<file path="config.mk">
export PLATFORM = sky130hd
export DESIGN_NAME = fspc_ctrl
export DESIGN_NICKNAME = d
export VERILOG_FILES = /design/src/rtl/core/fspc_pkg.sv /design/src/rtl/core/fspc_ctrl.sv
export SDC_FILE = /design/constraint.sdc
export NUM_CORES = 1
export LEC_CHECK = 0
export BUFFER_PORTS_ARGS = -buffer_cell sky130_fd_sc_hd__buf_2
export CORE_AREA = 2 2 293 295
export CTS_CLUSTER_DIAMETER = 30
export DETAILED_ROUTE_END_ITERATION = 8
export DIE_AREA = 0 0 295 297
export GPL_ROUTABILITY_DRIVEN = 0
export GPL_TIMING_DRIVEN = 0
export SYNTH_ARGS = -nofsm -noshare
export SYNTH_HDL_FRONTEND = slang
export SYNTH_SLANG_ARGS = --single-unit
</file>
<file path="constraint.sdc">
create_clock -name clk -period 18.3 [get_ports clk]
set_input_delay 2.745 -clock clk [delete_from_list [all_inputs] [get_ports clk]]
set_output_delay 2.745 -clock clk [all_outputs]
set_load 0.01 [all_outputs]
</file>
<file path="src/rtl/core/fspc_pkg.sv">
// Package with types, constants and status codes for the flow stage packet counter.
`default_nettype none
package fspc_pkg;
    localparam int TableEntries = 64;
    localparam int CounterBits  = 32;
    localparam int Stages       = 5;
    localparam int CountW       = $clog2(TableEntries + 1);
    localparam int SlotW        = (TableEntries > 1) ? $clog2(TableEntries) : 1;

    localparam logic [2:0] ST_COUNTED  = 3'd0;
    localparam logic [2:0] ST_INSERTED = 3'd1;
    localparam logic [2:0] ST_IGNORED  = 3'd2;
    localparam logic [2:0] ST_FULL     = 3'd3;
    localparam logic [2:0] ST_DUMP     = 3'd4;
    localparam logic [2:0] ST_EMPTY    = 3'd5;

    localparam logic       FUNC_COUNT = 1'b0;
    localparam logic [7:0] PROTO_TCP  = 8'd6;
    localparam logic [7:0] PROTO_UDP  = 8'd17;

    typedef logic [CounterBits-1:0] cnt_t;

    typedef struct packed {
        logic [7:0]  proto;
        logic [31:0] saddr;
        logic [15:0] sport;
        logic [31:0] daddr;
        logic [15:0] dport;
    } key_t;

    typedef struct packed {
        logic        func;
        logic [2:0]  stage;
        logic [7:0]  ip_protocol;
        logic [31:0] src_addr;
        logic [15:0] src_port;
        logic [31:0] dst_addr;
        logic [15:0] dst_port;
    } req_t;

    typedef struct packed {
        logic [2:0]  status;
        logic [7:0]  flow_protocol;
        logic [31:0] flow_src_addr;
        logic [15:0] flow_src_port;
        logic [31:0] flow_dst_addr;
        logic [15:0] flow_dst_port;
        logic [31:0] count_eth_recv;
        logic [31:0] count_gro_recv;
        logic [31:0] count_netif_recv;
        logic [31:0] count_tcp_recv;
        logic [31:0] count_xmit;
        logic        last;
    } rsp_t;

    // Command broadcast from the controller to every cell.
    typedef struct packed {
        logic       rotate;  // shift the ring by one position
        logic       hit_chk; // unused by the cells; the controller compares the head key
        logic       inc;     // bump the counter of the selected stage at the head
        logic       load;    // head cell takes the new key with cleared counters
        logic [2:0] stage;
    } cell_cmd_t;

    // Contents of one flow slot handed along the ring.
    typedef struct packed {
        key_t key;
        cnt_t [Stages-1:0] cnt;
    } slot_t;

    function automatic logic [31:0] sat32(input cnt_t c);
        if (CounterBits > 32 && (c >> 32) != '0)
            return 32'hFFFF_FFFF;
        return 32'(c);
    endfunction
endpackage
`default_nettype wire

</file>
<file path="src/rtl/core/fspc_ctrl.sv">
// Sequencer that rotates the cell ring for lookup, insert and dump.
`default_nettype none
module fspc_ctrl (
    input  wire logic                 clk,
    input  wire logic                 rst_n,
    input  wire logic                 in_valid,
    output logic                      in_stall,
    input  wire fspc_pkg::req_t       in_req,
    input  wire logic                 tracing_enabled,
    input  wire fspc_pkg::slot_t      head,
    output fspc_pkg::cell_cmd_t       cmd,
    output fspc_pkg::key_t            new_key,
    output logic                      out_valid,
    input  wire logic                 out_stall,
    output fspc_pkg::rsp_t            out_rsp
);
    import fspc_pkg::*;

    localparam logic [2:0] S_IDLE = 3'd0;
    localparam logic [2:0] S_SCAN = 3'd1;
    localparam logic [2:0] S_INC  = 3'd2;
    localparam logic [2:0] S_ALIGN = 3'd3;
    localparam logic [2:0] S_DUMP = 3'd4;
    localparam logic [2:0] S_OUT  = 3'd5;

    logic [2:0]        state_reg, state_next;
    logic [CountW-1:0] count_reg, count_next;
    // Rotation so far; the ring holds TableEntries cells, slot i sits at head after i steps.
    logic [SlotW:0]    pos_reg, pos_next;
    logic [SlotW:0]    idx_reg, idx_next;
    logic              found_reg, found_next;
    req_t              req_reg, req_next;
    logic              ov_reg, ov_next;
    rsp_t              rsp_reg, rsp_next;
    key_t              k;
    logic              accept, key_eq, ign, cell_done;

    assign accept   = in_valid && !in_stall;
    assign in_stall = (state_reg != S_IDLE) || ov_reg;
    assign out_valid = ov_reg;
    assign out_rsp   = rsp_reg;
    assign k = '{proto: req_reg.ip_protocol, saddr: req_reg.src_addr,
                 sport: req_reg.src_port, daddr: req_reg.dst_addr,
                 dport: req_reg.dst_port};
    assign new_key = k;
    assign key_eq  = (head.key == k);
    assign ign = !tracing_enabled
              || !(in_req.ip_protocol == PROTO_TCP || in_req.ip_protocol == PROTO_UDP)
              || in_req.stage > 3'(Stages - 1);
    assign cell_done = (pos_reg == (SlotW + 1)'(TableEntries - 1));

    always_comb
    begin
        state_next = state_reg;
        count_next = count_reg;
        pos_next   = pos_reg;
        idx_next   = idx_reg;
        found_next = found_reg;
        req_next   = req_reg;
        ov_next    = ov_reg;
        rsp_next   = rsp_reg;
        cmd        = '0;
        cmd.stage  = req_reg.stage;
        if (ov_reg && !out_stall)
            ov_next = 1'b0;
        case (state_reg)
            S_IDLE:
            begin
                if (accept)
                begin
                    req_next = in_req;
                    rsp_next = '0;
                    rsp_next.last = 1'b1;
                    pos_next = '0;
                    idx_next = '0;
                    found_next = 1'b0;
                    if (in_req.func == FUNC_COUNT)
                    begin
                        if (ign)
                        begin
                            rsp_next.status = ST_IGNORED;
                            ov_next = 1'b1;
                        end
                        else
                            state_next = S_SCAN;
                    end
                    else if (count_reg == '0)
                    begin
                        rsp_next.status = ST_EMPTY;
                        ov_next = 1'b1;
                    end
                    else
                        state_next = S_DUMP;
                end
            end
            S_SCAN:
            begin
                // Head holds slot pos_reg. Stop on a hit, at the first free slot or on a full table.
                if (pos_reg < (SlotW + 1)'(count_reg))
                begin
                    if (key_eq)
                    begin
                        found_next = 1'b1;
                        state_next = S_INC;
                    end
                    else
                    begin
                        cmd.rotate = 1'b1;
                        pos_next = pos_reg + 1'b1;
                    end
                end
                else if (count_reg == CountW'(TableEntries))
                begin
                    // A full lap has brought slot 0 back to the head.
                    rsp_next.status = ST_FULL;
                    ov_next = 1'b1;
                    pos_next = '0;
                    state_next = S_ALIGN;
                end
                else
                begin
                    cmd.load = 1'b1;
                    count_next = count_reg + 1'b1;
                    state_next = S_INC;
                end
            end
            S_INC:
            begin
                cmd.inc = 1'b1;
                rsp_next.status = found_reg ? ST_COUNTED : ST_INSERTED;
                ov_next = 1'b1;
                state_next = S_ALIGN;
            end
            S_ALIGN:
            begin
                // Turn the ring back so slot 0 is at the head again.
                if (pos_reg == '0)
                    state_next = S_IDLE;
                else
                begin
                    cmd.rotate = 1'b1;
                    pos_next = cell_done ? '0 : pos_reg + 1'b1;
                end
            end
            S_DUMP:
            begin
                if (!ov_reg || !out_stall)
                begin
                    rsp_next.status        = ST_DUMP;
                    rsp_next.flow_protocol = head.key.proto;
                    rsp_next.flow_src_addr = head.key.saddr;
                    rsp_next.flow_src_port = head.key.sport;
                    rsp_next.flow_dst_addr = head.key.daddr;
                    rsp_next.flow_dst_port = head.key.dport;
                    rsp_next.count_eth_recv   = sat32(head.cnt[0]);
                    rsp_next.count_gro_recv   = sat32(head.cnt[1]);
                    rsp_next.count_netif_recv = sat32(head.cnt[2]);
                    rsp_next.count_tcp_recv   = sat32(head.cnt[3]);
                    rsp_next.count_xmit       = sat32(head.cnt[4]);
                    rsp_next.last = (idx_reg + 1'b1 == (SlotW + 1)'(count_reg));
                    ov_next = 1'b1;
                    cmd.rotate = 1'b1;
                    pos_next = cell_done ? '0 : pos_reg + 1'b1;
                    idx_next = idx_reg + 1'b1;
                    if (rsp_next.last)
                    begin
                        count_next = '0;
                        state_next = S_ALIGN;
                        if (cell_done)
                            state_next = S_OUT;
                    end
                end
            end
            S_OUT:
            begin
                state_next = S_IDLE;
            end
            default:
            begin
                state_next = S_IDLE;
            end
        endcase
    end

    always_ff @(posedge clk or negedge rst_n)
    begin
        if (!rst_n)
        begin
            state_reg <= S_IDLE;
            count_reg <= '0;
            pos_reg   <= '0;
            ov_reg    <= 1'b0;
        end
        else
        begin
            state_reg <= state_next;
            count_reg <= count_next;
            pos_reg   <= pos_next;
            ov_reg    <= ov_next;
        end
    end

    always_ff @(posedge clk)
    begin
        idx_reg   <= idx_next;
        found_reg <= found_next;
        req_reg   <= req_next;
        rsp_reg   <= rsp_next;
    end
endmodule
`default_nettype wire

</file>
==> impl_metrics.ini <==
[run_status]
outcome = complete, no violations

[critical_path]
arrival_ns = 5.76
crit_slowest_cell = nor4_1
reg2reg_depth = 6
r2r-start = new_key[42]
regToRegEndpoint = pos_reg[6]
critPathCaptureType = output pin
path_class = primary input to output pin
setup.worst_path.end = cmd[6]
cp_max_fo = 3
cp-start-kind = primary input
path_cells = buf_2 > xor2_1 > nor4_1 > nand4_1 > nor4_1 > a21o_1 > nand2_1 > buf_2
crit_path_max_incr_delay_ns = 1.07
critPathRequiredTime_ns = 15.55
crit_start = head[202]
r2r_slack_ns = 14.51

[cts]
cts-resized-gates = 0
cts_buffer_depth = 3
cts_root_buf = clkbuf_16
postCtsHoldBufs = 0
cts_sinks = 401
cts_tree = yes
htreeDepth = 3
cts_setup_buffers = 0
path_clk_slew_ns = 0.04
clk_latency_ns = 0.67
cts_made_buffers = 101

[logic_synthesis]
synth_nets = 1425
synth_edf_count = 383
syn_inst = 1037
yosysUniqueCellTypes = 55
netlist_area_um2 = 16200
synth_async_sr_flop_share = 0.0449
seq_area_frac_synth = 0.738
synth_ff_type = edfxtp_1
yosys_warnings = 0
yosysTopAreaCell = edfxtp_1
synth_most_common_cell = edfxtp_1
ys_seq_elements = 401
syn_avg_cell_area_um2 = 15.6
synth_top_area_frac = 0.710
ys_top_cells_by_count = edfxtp_1 (383), and2_1 (265), xor2_1 (109)
ys_top_cells_by_area = edfxtp_1 (71%), and2_1 (10%), xor2_1 (5.9%), dfrtp_1 (2.8%), nor4_1 (1.1%)

[floorplanning]
die_h_um = 297
die_area_um2 = 87600
core_area_um2 = 84500
die_x_um = 295
start_util = 0.192
row_count = 107
ios = 758

[grt]
grt_max_degree = 56
grt_pass1_wl_um = 87200
grt.overflow.total = 0
antenna_found_initial = 15
grt_usage = 0.142
grt_pass1_vias = 12200

[cells_and_area]
largest_reg_flops = 268
area.growth.synth_to_final_pct = 55.5
fin_util = 0.298
nets = 2296
drive_above_1_share = 0.475
final_cells = 3144

[sta]
setup_tns_ns = 0
clock.fmax_mhz = 118
hold_viol = 0
drv_slew = 0
period_minus_slack_ns = 8.51
hold_ws_ns = 0.575
setup_viol = 0
layout_setup_ws_ns = 9.79
grt_setup_unrepaired = no
tightestPinTransition_ns = 1.33
period_share = 0.465
skew_ns = 0.0368
slew_headroom = 0.116

[place]
dpl.hpwl_um = 50700
dp_cells = 2949
dpl_worst_slack_ns = 9.75
portBuffers = 756

[job]
maxCapViolCount = 0

[pwr]
power.internal_mw = 2.93
swShare = 0.309
leakage_nw = 10.5
clkPwrFrac = 0.426
powerDensity_nw_per_um2 = 168
ir_worst_vdd_mv = 0.103
combPwrFrac = 0.233
seqPwrFrac = 0.341
p_sw_mw = 1.31

[routing]
drc = 0
num_vias = 12200
ant_nets = 0
drt-initial-drc-count = 931
wl_per_cell_um = 20.7
drt-total-wl_um = 65000
avgViaCountPerCell = 3.88
first_pass_iters = 5

[worst_hold_path]
hp-class = flop to flop
min-delay-start = count_reg[0]
[critical path: cells and delay by family]
family / cells / cell delay, ns
simple gates: 4 / 2.40
xor+xnor: 1 / 0.13
compound gates: 1 / 0.22
buf+inv: 2 / 0.25
[area by class of cell]
type,instances,area [um^2]
Sequential cell,401,12000
Inverter,14,52.6
Tap cell,1144,1430
Timing Repair Buffer,768,4020
Clock inverter,67,831
Multi-Input combinational cell,585,4060
Antenna cell,8,20.0
Fill cell,8642,59300
Clock buffer,120,2660
Buffer,37,148
[how the worst min path moves through the flow]
| stage | cells after the start | to | slack (ns) |
|---|---|---|---|
| after floorplan | 1 | count_reg[0] | 0.52 |
| after global placement | 1 | count_reg[0] | 0.57 |
| after detailed placement | 1 | count_reg[0] | 0.58 |
| after CTS | 1 | count_reg[0] | 0.59 |
| after global routing | 1 | pos_reg[6] | 0.62 |
| final | 1 | count_reg[0] | 0.57 |
[layout by cell type (no fill, tap or decap), drive strengths merged, types with 4 or more instances in the layout]
| master | instances |
|---|---|
| a211o | 6 |
| a21oi | 25 |
| a31oi | 7 |
| a32o | 4 |
| and2 | 266 |
| and3 | 6 |
| buf | 771 |
| bufinv | 14 |
| clkbuf | 154 |
| clkinv | 39 |
| clkinvlp | 11 |
| dfrtp | 18 |
| diode | 8 |
| edfxtp | 383 |
| ha | 11 |
| inv | 17 |
| nand2 | 22 |
| nand3 | 7 |
| nand4 | 8 |
| nor2 | 15 |
| nor2b | 7 |
| nor4 | 31 |
| o21ai | 13 |
| o31ai | 4 |
| or3 | 6 |
| xnor2 | 5 |
| xor2 | 109 |
[stage by stage]
stage                     power, mW  area [um^2]
after floorplan                2.02        16200
after global placement         2.56        21400
after detailed placement       2.46        21700
after CTS                      4.29        25200
after global routing           4.42        25200
final                          4.24        25200
[power groups by stage]
stage	combinational [mW]	clock [mW]	sequential, mW
3_3_place_gp	0.943	0	1.62
2_1_floorplan	0.349	0	1.67
6_report	0.986	1.80	1.44
4_1_cts	1.00	1.84	1.45
3_5_place_dp	0.999	0	1.46
5_1_grt	1.07	1.89	1.47
[routing by layer]
metal / GRT usage / routed length [um]
met1: 0.168 / 25800
met4: 0.0550 / 1400
met3: 0.0660 / 7520
met2: 0.224 / 30200
met5: 0 / 80
[cell families (layout without fill, tap and decap cells)]
group | after synthesis | after routing | share of synthesized area
fa+ha+maj | 11 | 11 | 0.00850
compound gates | 72 | 72 | 0.0305
flops | 401 | 401 | 0.738
mux | 2 | 2 | 0.00124
xor+xnor | 115 | 115 | 0.0631
other cells | 1 | 9 | 0.000232
buf+inv | 51 | 1006 | 0.0122
simple gates | 384 | 384 | 0.146
No activity file was read; power rests on OpenSTA's default activity.
