$ cat config.mk
export PLATFORM = sky130hd
export DESIGN_NAME = fspc_cell
export DESIGN_NICKNAME = d
export VERILOG_FILES = /design/src/rtl/core/fspc_pkg.sv /design/src/rtl/core/fspc_cell.sv
export SDC_FILE = /design/constraint.sdc
export NUM_CORES = 1
export LEC_CHECK = 0
export BUFFER_PORTS_ARGS = -buffer_cell sky130_fd_sc_hd__buf_4
export CAP_MARGIN = 25
export CORE_AREA = 5 5 248 250
export CTS_BUF_LIST = sky130_fd_sc_hd__clkbuf_16
export DETAILED_ROUTE_END_ITERATION = 12
export DIE_AREA = 0 0 253 255
export GPL_TIMING_DRIVEN = 0
export PLACE_DENSITY_LB_ADDON = 0.15
export SYNTH_ARGS = -nofsm -noshare
export SYNTH_HDL_FRONTEND = slang
export SYNTH_SLANG_ARGS = --single-unit
$ cat constraint.sdc
create_clock -name clk -period 6.2 [get_ports clk]
set_input_delay 1.86 -clock clk [delete_from_list [all_inputs] [get_ports clk]]
set_output_delay 1.86 -clock clk [all_outputs]
set_load 0.05 [all_outputs]
$ cat src/rtl/core/fspc_pkg.sv
// Package with types, constants and status codes for the flow stage packet counter.
`default_nettype none
package fspc_pkg;
    localparam int TableEntries = 64;
    localparam int CounterBits  = 32;
    localparam int Stages       = 5;
    localparam int CountW       = $clog2(TableEntries + 1);
    localparam int SlotW        = (TableEntries > 1) ? $clog2(TableEntries) : 1;

    localparam logic [2:0] ST_COUNTED  = 3'd0;
    localparam logic [2:0] ST_INSERTED = 3'd1;
    localparam logic [2:0] ST_IGNORED  = 3'd2;
    localparam logic [2:0] ST_FULL     = 3'd3;
    localparam logic [2:0] ST_DUMP     = 3'd4;
    localparam logic [2:0] ST_EMPTY    = 3'd5;

    localparam logic       FUNC_COUNT = 1'b0;
    localparam logic [7:0] PROTO_TCP  = 8'd6;
    localparam logic [7:0] PROTO_UDP  = 8'd17;

    typedef logic [CounterBits-1:0] cnt_t;

    typedef struct packed {
        logic [7:0]  proto;
        logic [31:0] saddr;
        logic [15:0] sport;
        logic [31:0] daddr;
        logic [15:0] dport;
    } key_t;

    typedef struct packed {
        logic        func;
        logic [2:0]  stage;
        logic [7:0]  ip_protocol;
        logic [31:0] src_addr;
        logic [15:0] src_port;
        logic [31:0] dst_addr;
        logic [15:0] dst_port;
    } req_t;

    typedef struct packed {
        logic [2:0]  status;
        logic [7:0]  flow_protocol;
        logic [31:0] flow_src_addr;
        logic [15:0] flow_src_port;
        logic [31:0] flow_dst_addr;
        logic [15:0] flow_dst_port;
        logic [31:0] count_eth_recv;
        logic [31:0] count_gro_recv;
        logic [31:0] count_netif_recv;
        logic [31:0] count_tcp_recv;
        logic [31:0] count_xmit;
        logic        last;
    } rsp_t;

    // Command broadcast from the controller to every cell.
    typedef struct packed {
        logic       rotate;  // shift the ring by one position
        logic       hit_chk; // unused by the cells; the controller compares the head key
        logic       inc;     // bump the counter of the selected stage at the head
        logic       load;    // head cell takes the new key with cleared counters
        logic [2:0] stage;
    } cell_cmd_t;

    // Contents of one flow slot handed along the ring.
    typedef struct packed {
        key_t key;
        cnt_t [Stages-1:0] cnt;
    } slot_t;

    function automatic logic [31:0] sat32(input cnt_t c);
        if (CounterBits > 32 && (c >> 32) != '0)
            return 32'hFFFF_FFFF;
        return 32'(c);
    endfunction
endpackage
`default_nettype wire

$ cat src/rtl/core/fspc_cell.sv
// One flow slot of the ring: holds a key and five counters, passes them to its neighbor.
`default_nettype none
module fspc_cell (
    input  wire logic               clk,
    input  wire fspc_pkg::cell_cmd_t cmd,
    input  wire fspc_pkg::slot_t    prev,
    input  wire logic               is_head,
    input  wire fspc_pkg::key_t     new_key,
    output fspc_pkg::slot_t         cur
);
    import fspc_pkg::*;

    slot_t slot_reg;
    slot_t slot_next;
    cnt_t  cmax;

    assign cmax = '1;
    assign cur  = slot_reg;

    always_comb
    begin
        slot_next = slot_reg;
        if (cmd.rotate)
        begin
            slot_next = prev;
        end
        else if (is_head && cmd.load)
        begin
            slot_next.key = new_key;
            slot_next.cnt = '0;
        end
        else if (is_head && cmd.inc)
        begin
            for (int s = 0; s < Stages; s++)
            begin
                if (cmd.stage == 3'(s) && slot_reg.cnt[s] != cmax)
                    slot_next.cnt[s] = slot_reg.cnt[s] + 1'b1;
            end
        end
    end

    always_ff @(posedge clk)
    begin
        slot_reg <= slot_next;
    end
endmodule
`default_nettype wire

==> results of run 1 <==
## power groups by stage
stage,logic [mW],registers (mW),clock network [mW]
final,1.61,2.38,2.08
after CTS,1.63,2.38,2.15
after floorplan,0.291,3.04,0
after detailed placement,1.63,2.41,0
after global placement,1.60,2.42,0
after global routing,1.69,2.40,2.22
## synthesized netlist by cell type (4+ instances only)
library cell	count
clkbuf_1	55
edfxtp_1	264
ha_1	5
and3_1	21
nand3_1	52
xnor2_1	73
nor4_1	14
xor2_1	77
inv_1	21
mux2_2	104
and2_1	4
a22o_1	6
nor2_1	30
nand2_1	199
nand4_1	54
nor3_1	27
o21ai_1	5
and4_1	14
o21ai_0	151
## cell families (layout without fill, tap and decap cells)
family / after synthesis / after routing / share of synthesized area
and+or+nand+nor: 436 / 436 / 0.157
DFF: 264 / 264 / 0.572
AOI/OAI and AO/OA: 166 / 166 / 0.0623
xor gates and xnor gates: 150 / 150 / 0.0948
muxes: 104 / 104 / 0.0845
buffers and inverters: 84 / 794 / 0.0241
adders and majority gates: 5 / 5 / 0.00452
other: 0 / 8 / 0
## final timing paths
check,end,depth (start not counted)
setup / recovery,cur[158]$_DFFE_PP_,8
hold / removal,cur[32]$_DFFE_PP_,1
setup reg to reg,cur[40]$_DFFE_PP_,7
hold reg to reg,cur[32]$_DFFE_PP_,1
## critical path, delay by kind of cell
family / cells / cell delay [ns]
buffers and inverters: 6 / 1.93
AOI/OAI and AO/OA: 2 / 0.21
## stage by stage
| step | TNS (ns) | utilization | power (mW) |
|---|---|---|---|
| final | 0 | 0.358 | 6.06 |
| after global routing | 0 | 0.358 | 6.31 |
| after CTS | 0 | 0.358 | 6.16 |
| after detailed placement | 0 | 0.338 | 4.04 |
| after global placement | -357.87 | 0.334 | 4.03 |
| after floorplan | 0 | - | 3.33 |
## cell type report
cell class | instances | area, sq um
fill | 6037 | 37700
sequential | 264 | 7930
multi-input combinational | 861 | 5650
timing repair buffer | 649 | 5010
tap | 773 | 967
clock buffer | 37 | 926
buffer | 63 | 259
clock inverter | 24 | 216
inverter | 21 | 78.8
antenna | 8 | 20.0
## cell usage in the layout, fill, tap and decap left out, drive strengths merged, types with 30 or more instances in the layout
cell / instances
buf: 657
clkbuf: 92
edfxtp: 264
mux2: 104
nand2: 199
nand3: 53
nand4: 55
nor2: 30
o21ai: 158
xnor2: 73
xor2: 77
## metal layers
metal  wire length, um  share of wire  vias to the layer above  track usage
met5                26        0.00043                        -            0
met4              2050          0.034                        4       0.0686
met3              5990          0.099                       85       0.0730
li1                  -              -                     5828            -
met2             30700           0.51                      455        0.311
met1             21900           0.36                     5897        0.190
==> flow_summary.json, run 1 <==
{
  "outcome": "finished clean",
  "layout-drive-gt1-share": 0.431,
  "largest_reg_flops": 264,
  "cp-start-kind": "input pin",
  "fin_nets": 2278,
  "grtUsageTotal": 0.177,
  "drc": 0,
  "fp.dieH_um": 255,
  "tightestPinTransition_ns": 0.920,
  "grt_max_degree": 58,
  "routed_via_density": 4.54,
  "cp-end-kind": "register",
  "io_pins": 641,
  "dpl_worst_slack_ns": 1.64,
  "period_share": 0.622,
  "cts_made_buffers": 36,
  "post_cts_buffers": 0,
  "crit_chain": "buf_4, a21oi_1, inv_1, clkbuf_1, clkbuf_4, buf_12, buf_16, o21ai_0",
  "hold_viol_final": 0,
  "r2r_setup_slack_ns": 3.49,
  "overflow": 0,
  "p_leak_nw": 8.35,
  "synth_area_per_cell_sq_um": 11.5,
  "design_area_sq_mm": 0.0211,
  "cts_hold_buf": 0,
  "netlist_area_sq_mm": 0.0139,
  "antenna_found_initial": 13,
  "drtIter0Drc": 562,
  "internal-power_mw": 4.00,
  "core.rowCount": 89,
  "clkPwrFrac": 0.343,
  "critPathMaxFanout": 57,
  "core_sq_mm": 0.0588,
  "swShare": 0.340,
  "grt_pass1_vias": 12948,
  "numPortBuffers": 639,
  "dp_hpwl_mm": 48.8,
  "cts.repair.resized": 0,
  "slew_headroom": 0.386,
  "clkLatencyLatePin_ns": 0.53,
  "setup-violations-final": 0,
  "dieWidth_um": 253,
  "maxSlewViolCount": 0,
  "yosysTopAreaCell": "edfxtp_1",
  "clk_pin_slew_ns": 0.05,
  "rsz0062_at_grt": "no",
  "cts_tree": "done",
  "synth_flop_cell": "edfxtp_1",
  "syn2layout_area_growth_pct": 52.0,
  "cts-htree-levels": 2,
  "synth_cell_types": 40,
  "switchingPower_mw": 2.06,
  "syn-instance-count": 1209,
  "instances_no_fill": 2700,
  "synth_fp_nets": 1591,
  "place_inst": 2630,
  "wirelength_mm": 60.7,
  "seqPwrFrac": 0.392,
  "ys_seq_area_frac": 0.572,
  "r2r-start": "cur[42]$_DFFE_PP_",
  "critPathKind": "in -> reg",
  "yosys-top-cells-area": "edfxtp_1, mux2_2, o21ai_0",
  "irDropWorstVdd_mv": 0.202,
  "yosys_register_bits": 264,
  "fin_ws_ns": 2.35,
  "detail_route.wl_per_cell_um": 22.5,
  "num_vias": 12269,
  "start_util": 0.236,
  "synth_warnings": 0,
  "yosysTopAreaCellShare": 0.572,
  "fin_crit_ns": 3.85,
  "max-cap-violations": 0,
  "slowest_delay_ns": 0.60,
  "drt_pass1_iterations": 5,
  "combPwrFrac": 0.265,
  "grt_pass1_wl_mm": 85.4,
  "hp-class": "reg -> reg",
  "die_area_sq_mm": 0.0645,
  "synth-edff-count": 264,
  "cts_sinks": 264,
  "critPathArrivalTime_ns": 4.12,
  "clockBufferDepth": 3,
  "globalplace.congestion": 0.830,
  "crit_required_ns": 6.47,
  "worstSetupStartpoint": "cmd[6]",
  "placed_cell_area_sq_mm": 0.0199,
  "hold_ws_ns": 0.684,
  "min_from": "cur[32]$_DFFE_PP_",
  "power_density_mw_per_mm2": 288,
  "ys_async_sr_fraction": 0,
  "clock_skew_ns": 0.0126,
  "fmax_mhz": 259,
  "slowest_stage": "clkbuf_4",
  "cts_root_buffer": "clkbuf_16",
  "postRouteAntennaNets": 0
}
Note: power is estimated with default switching activity, not from simulation.
==> run 2, diff against run 1 <==
Settings changed: CORE_AREA 5 5 248 250 to 5 5 249 251, DIE_AREA 0 0 253 255 to 0 0 254 256.
Clock period 6.2 ns to 3.95 ns, I/O delays scaled along.
==> run 2 against run 1 <==
Against the previous run: utilization is 0.54 points lower; sequential cell count unchanged; power increased by 56%; via count shrank 0.11%; count of clock-buffer cells in the layout grew 2; die area increased by 0.79%; critical path depth shrank 2; non-clock buffer count shrank 1; critical endpoint is now cur[207]$_DFFE_PN_; largest power group unchanged.
==> flow_summary.json, run 2 (same netlist as run 1, synthesis figures left out) <==
{
  "outcome": "finished clean",
  "hold_ws_ns": 0.690,
  "r2r-start": "cur[130]$_DFFE_PP_",
  "hp-class": "reg -> reg",
  "crit_family": "buffers and inverters",
  "drt_pass1_iterations": 4,
  "postLayoutCoreUtil": 0.353,
  "syn2layout_area_growth_pct": 51.9,
  "start_util": 0.232,
  "dp_hpwl_mm": 48.1,
  "layout_commonest_cell": "buf_4",
  "layout-drive-gt1-share": 0.431,
  "grt_pass1_wl_mm": 86.0,
  "hold_viol_final": 0,
  "period_share": 0.724,
  "cp-start-kind": "input pin",
  "drc": 0,
  "holdPathStages": 2,
  "postRouteAntennaNets": 0,
  "p_leak_nw": 8.39,
  "fmax_mhz": 350,
  "cp.depth": 6,
  "power_density_mw_per_mm2": 448,
  "placed_cell_area_sq_mm": 0.0199,
  "fin_nets": 2278,
  "tightestPinTransition_ns": 1.04,
  "multi_input_area_sq_mm": 0.00565,
  "num_vias": 12255,
  "detail_route.wl_per_cell_um": 22.1,
  "reg2reg_to": "cur[132]$_DFFE_PP_",
  "fin_crit_ns": 2.86,
  "cts.repair.resized": 0,
  "io_pins": 641,
  "globalplace.congestion": 0.819,
  "design_area_sq_mm": 0.0210,
  "clk_pin_slew_ns": 0.06,
  "fp.dieH_um": 256,
  "fillers": 6115,
  "drtIter0Drc": 644,
  "slowest_stage": "clkbuf_1",
  "maxSlewViolCount": 0,
  "antenna_found_initial": 7,
  "dieWidth_um": 254,
  "die_area_sq_mm": 0.0650,
  "min_from": "cur[68]$_DFFE_PP_",
  "cts_made_buffers": 37,
  "overflow": 0,
  "min_to": "cur[68]$_DFFE_PP_",
  "core.rowCount": 90,
  "critPathArrivalTime_ns": 3.03,
  "clock_skew_ns": 0.0130,
  "seq_area_sq_mm": 0.00793,
  "grt_max_degree": 101,
  "core_sq_mm": 0.0597,
  "layout_common_cells": "buf_4, edfxtp_1, nand2_1",
  "cts_sinks": 264,
  "crit_chain": "buf_4, a21oi_1, inv_1, clkbuf_1, clkbuf_8, buf_16",
  "routed_via_density": 4.53,
  "grtUsageTotal": 0.175,
  "critPathKind": "in -> reg",
  "max-cap-violations": 0,
  "slew_headroom": 0.306,
  "critPathMaxFanout": 100,
  "cts-htree-levels": 2,
  "largest_reg_flops": 264,
  "cts_root_buffer": "clkbuf_16",
  "dpl_worst_slack_ns": 0.434,
  "clkLatencyLatePin_ns": 0.54,
  "slowest_delay_ns": 0.63,
  "irDropWorstVdd_mv": 0.318,
  "fin_ws_ns": 1.09,
  "r2r_cells": 6,
  "cp-end-kind": "register",
  "r2r_setup_slack_ns": 1.16,
  "post_cts_buffers": 0,
  "grt_pass1_vias": 12954,
  "cts_hold_buf": 0,
  "setup-violations-final": 0,
  "crit_buf_inv": 5,
  "crit_required_ns": 4.12,
  "rsz0062_at_grt": "no",
  "cts_tree": "done",
  "numPortBuffers": 639,
  "clockBufferDepth": 3,
  "wirelength_mm": 60.0
}
==> run 2: worst min-delay path: cells and delay by family, from the launching register on <==
family	cells	cell delay (ns)
DFF	1	0.38
AOI/OAI and AO/OA	1	0.12
xor gates and xnor gates	1	0.07
==> run 2: stage by stage <==
stage,std cells,power (mW),TNS [ns]
after detailed placement,2639,6.31,0
final,2708,9.44,0
after global placement,2630,6.28,-241.60
after CTS,2703,9.59,0
after global routing,2707,9.86,0
after floorplan,1209,5.23,0
==> run 2: layer usage <==
metal  global-route usage  part of all wire  vias up
met5                    0           0.00022        -
met4               0.0494             0.019        2
met3               0.0666             0.099       63
met2                0.314              0.52      457
met1                0.193              0.37     5902
li1                     -                 -     5831
==> run 2: how the worst max path moves through the flow <==
stage	startpoint	end	slack (ns)
2_1_floorplan	is_head	cur[156]$_DFFE_PP_	0.38
3_3_place_gp	cmd[6]	cur[157]$_DFFE_PP_	-1.49
3_5_place_dp	cmd[6]	cur[247]$_DFFE_PN_	0.43
4_1_cts	cmd[6]	cur[226]$_DFFE_PN_	1.03
5_1_grt	cmd[6]	cur[207]$_DFFE_PN_	0.93
6_report	cmd[6]	cur[207]$_DFFE_PN_	1.09
==> run 2: layout make-up <==
type / instances / area share
sequential: 264 / 0.377
multi-input combinational: 861 / 0.268
timing repair buffer: 648 / 0.237
tap: 782 / 0.0465
clock buffer: 39 / 0.0464
buffer: 63 / 0.0126
clock inverter: 25 / 0.00779
inverter: 21 / 0.00374
antenna: 5 / 0.000594
==> run 2: power breakdown <==
part           switching [mW]  total, mW  internal (mW)
combinational            1.64       2.50          0.864
sequential              0.265       3.73           3.47
clock                    1.31       3.21           1.90
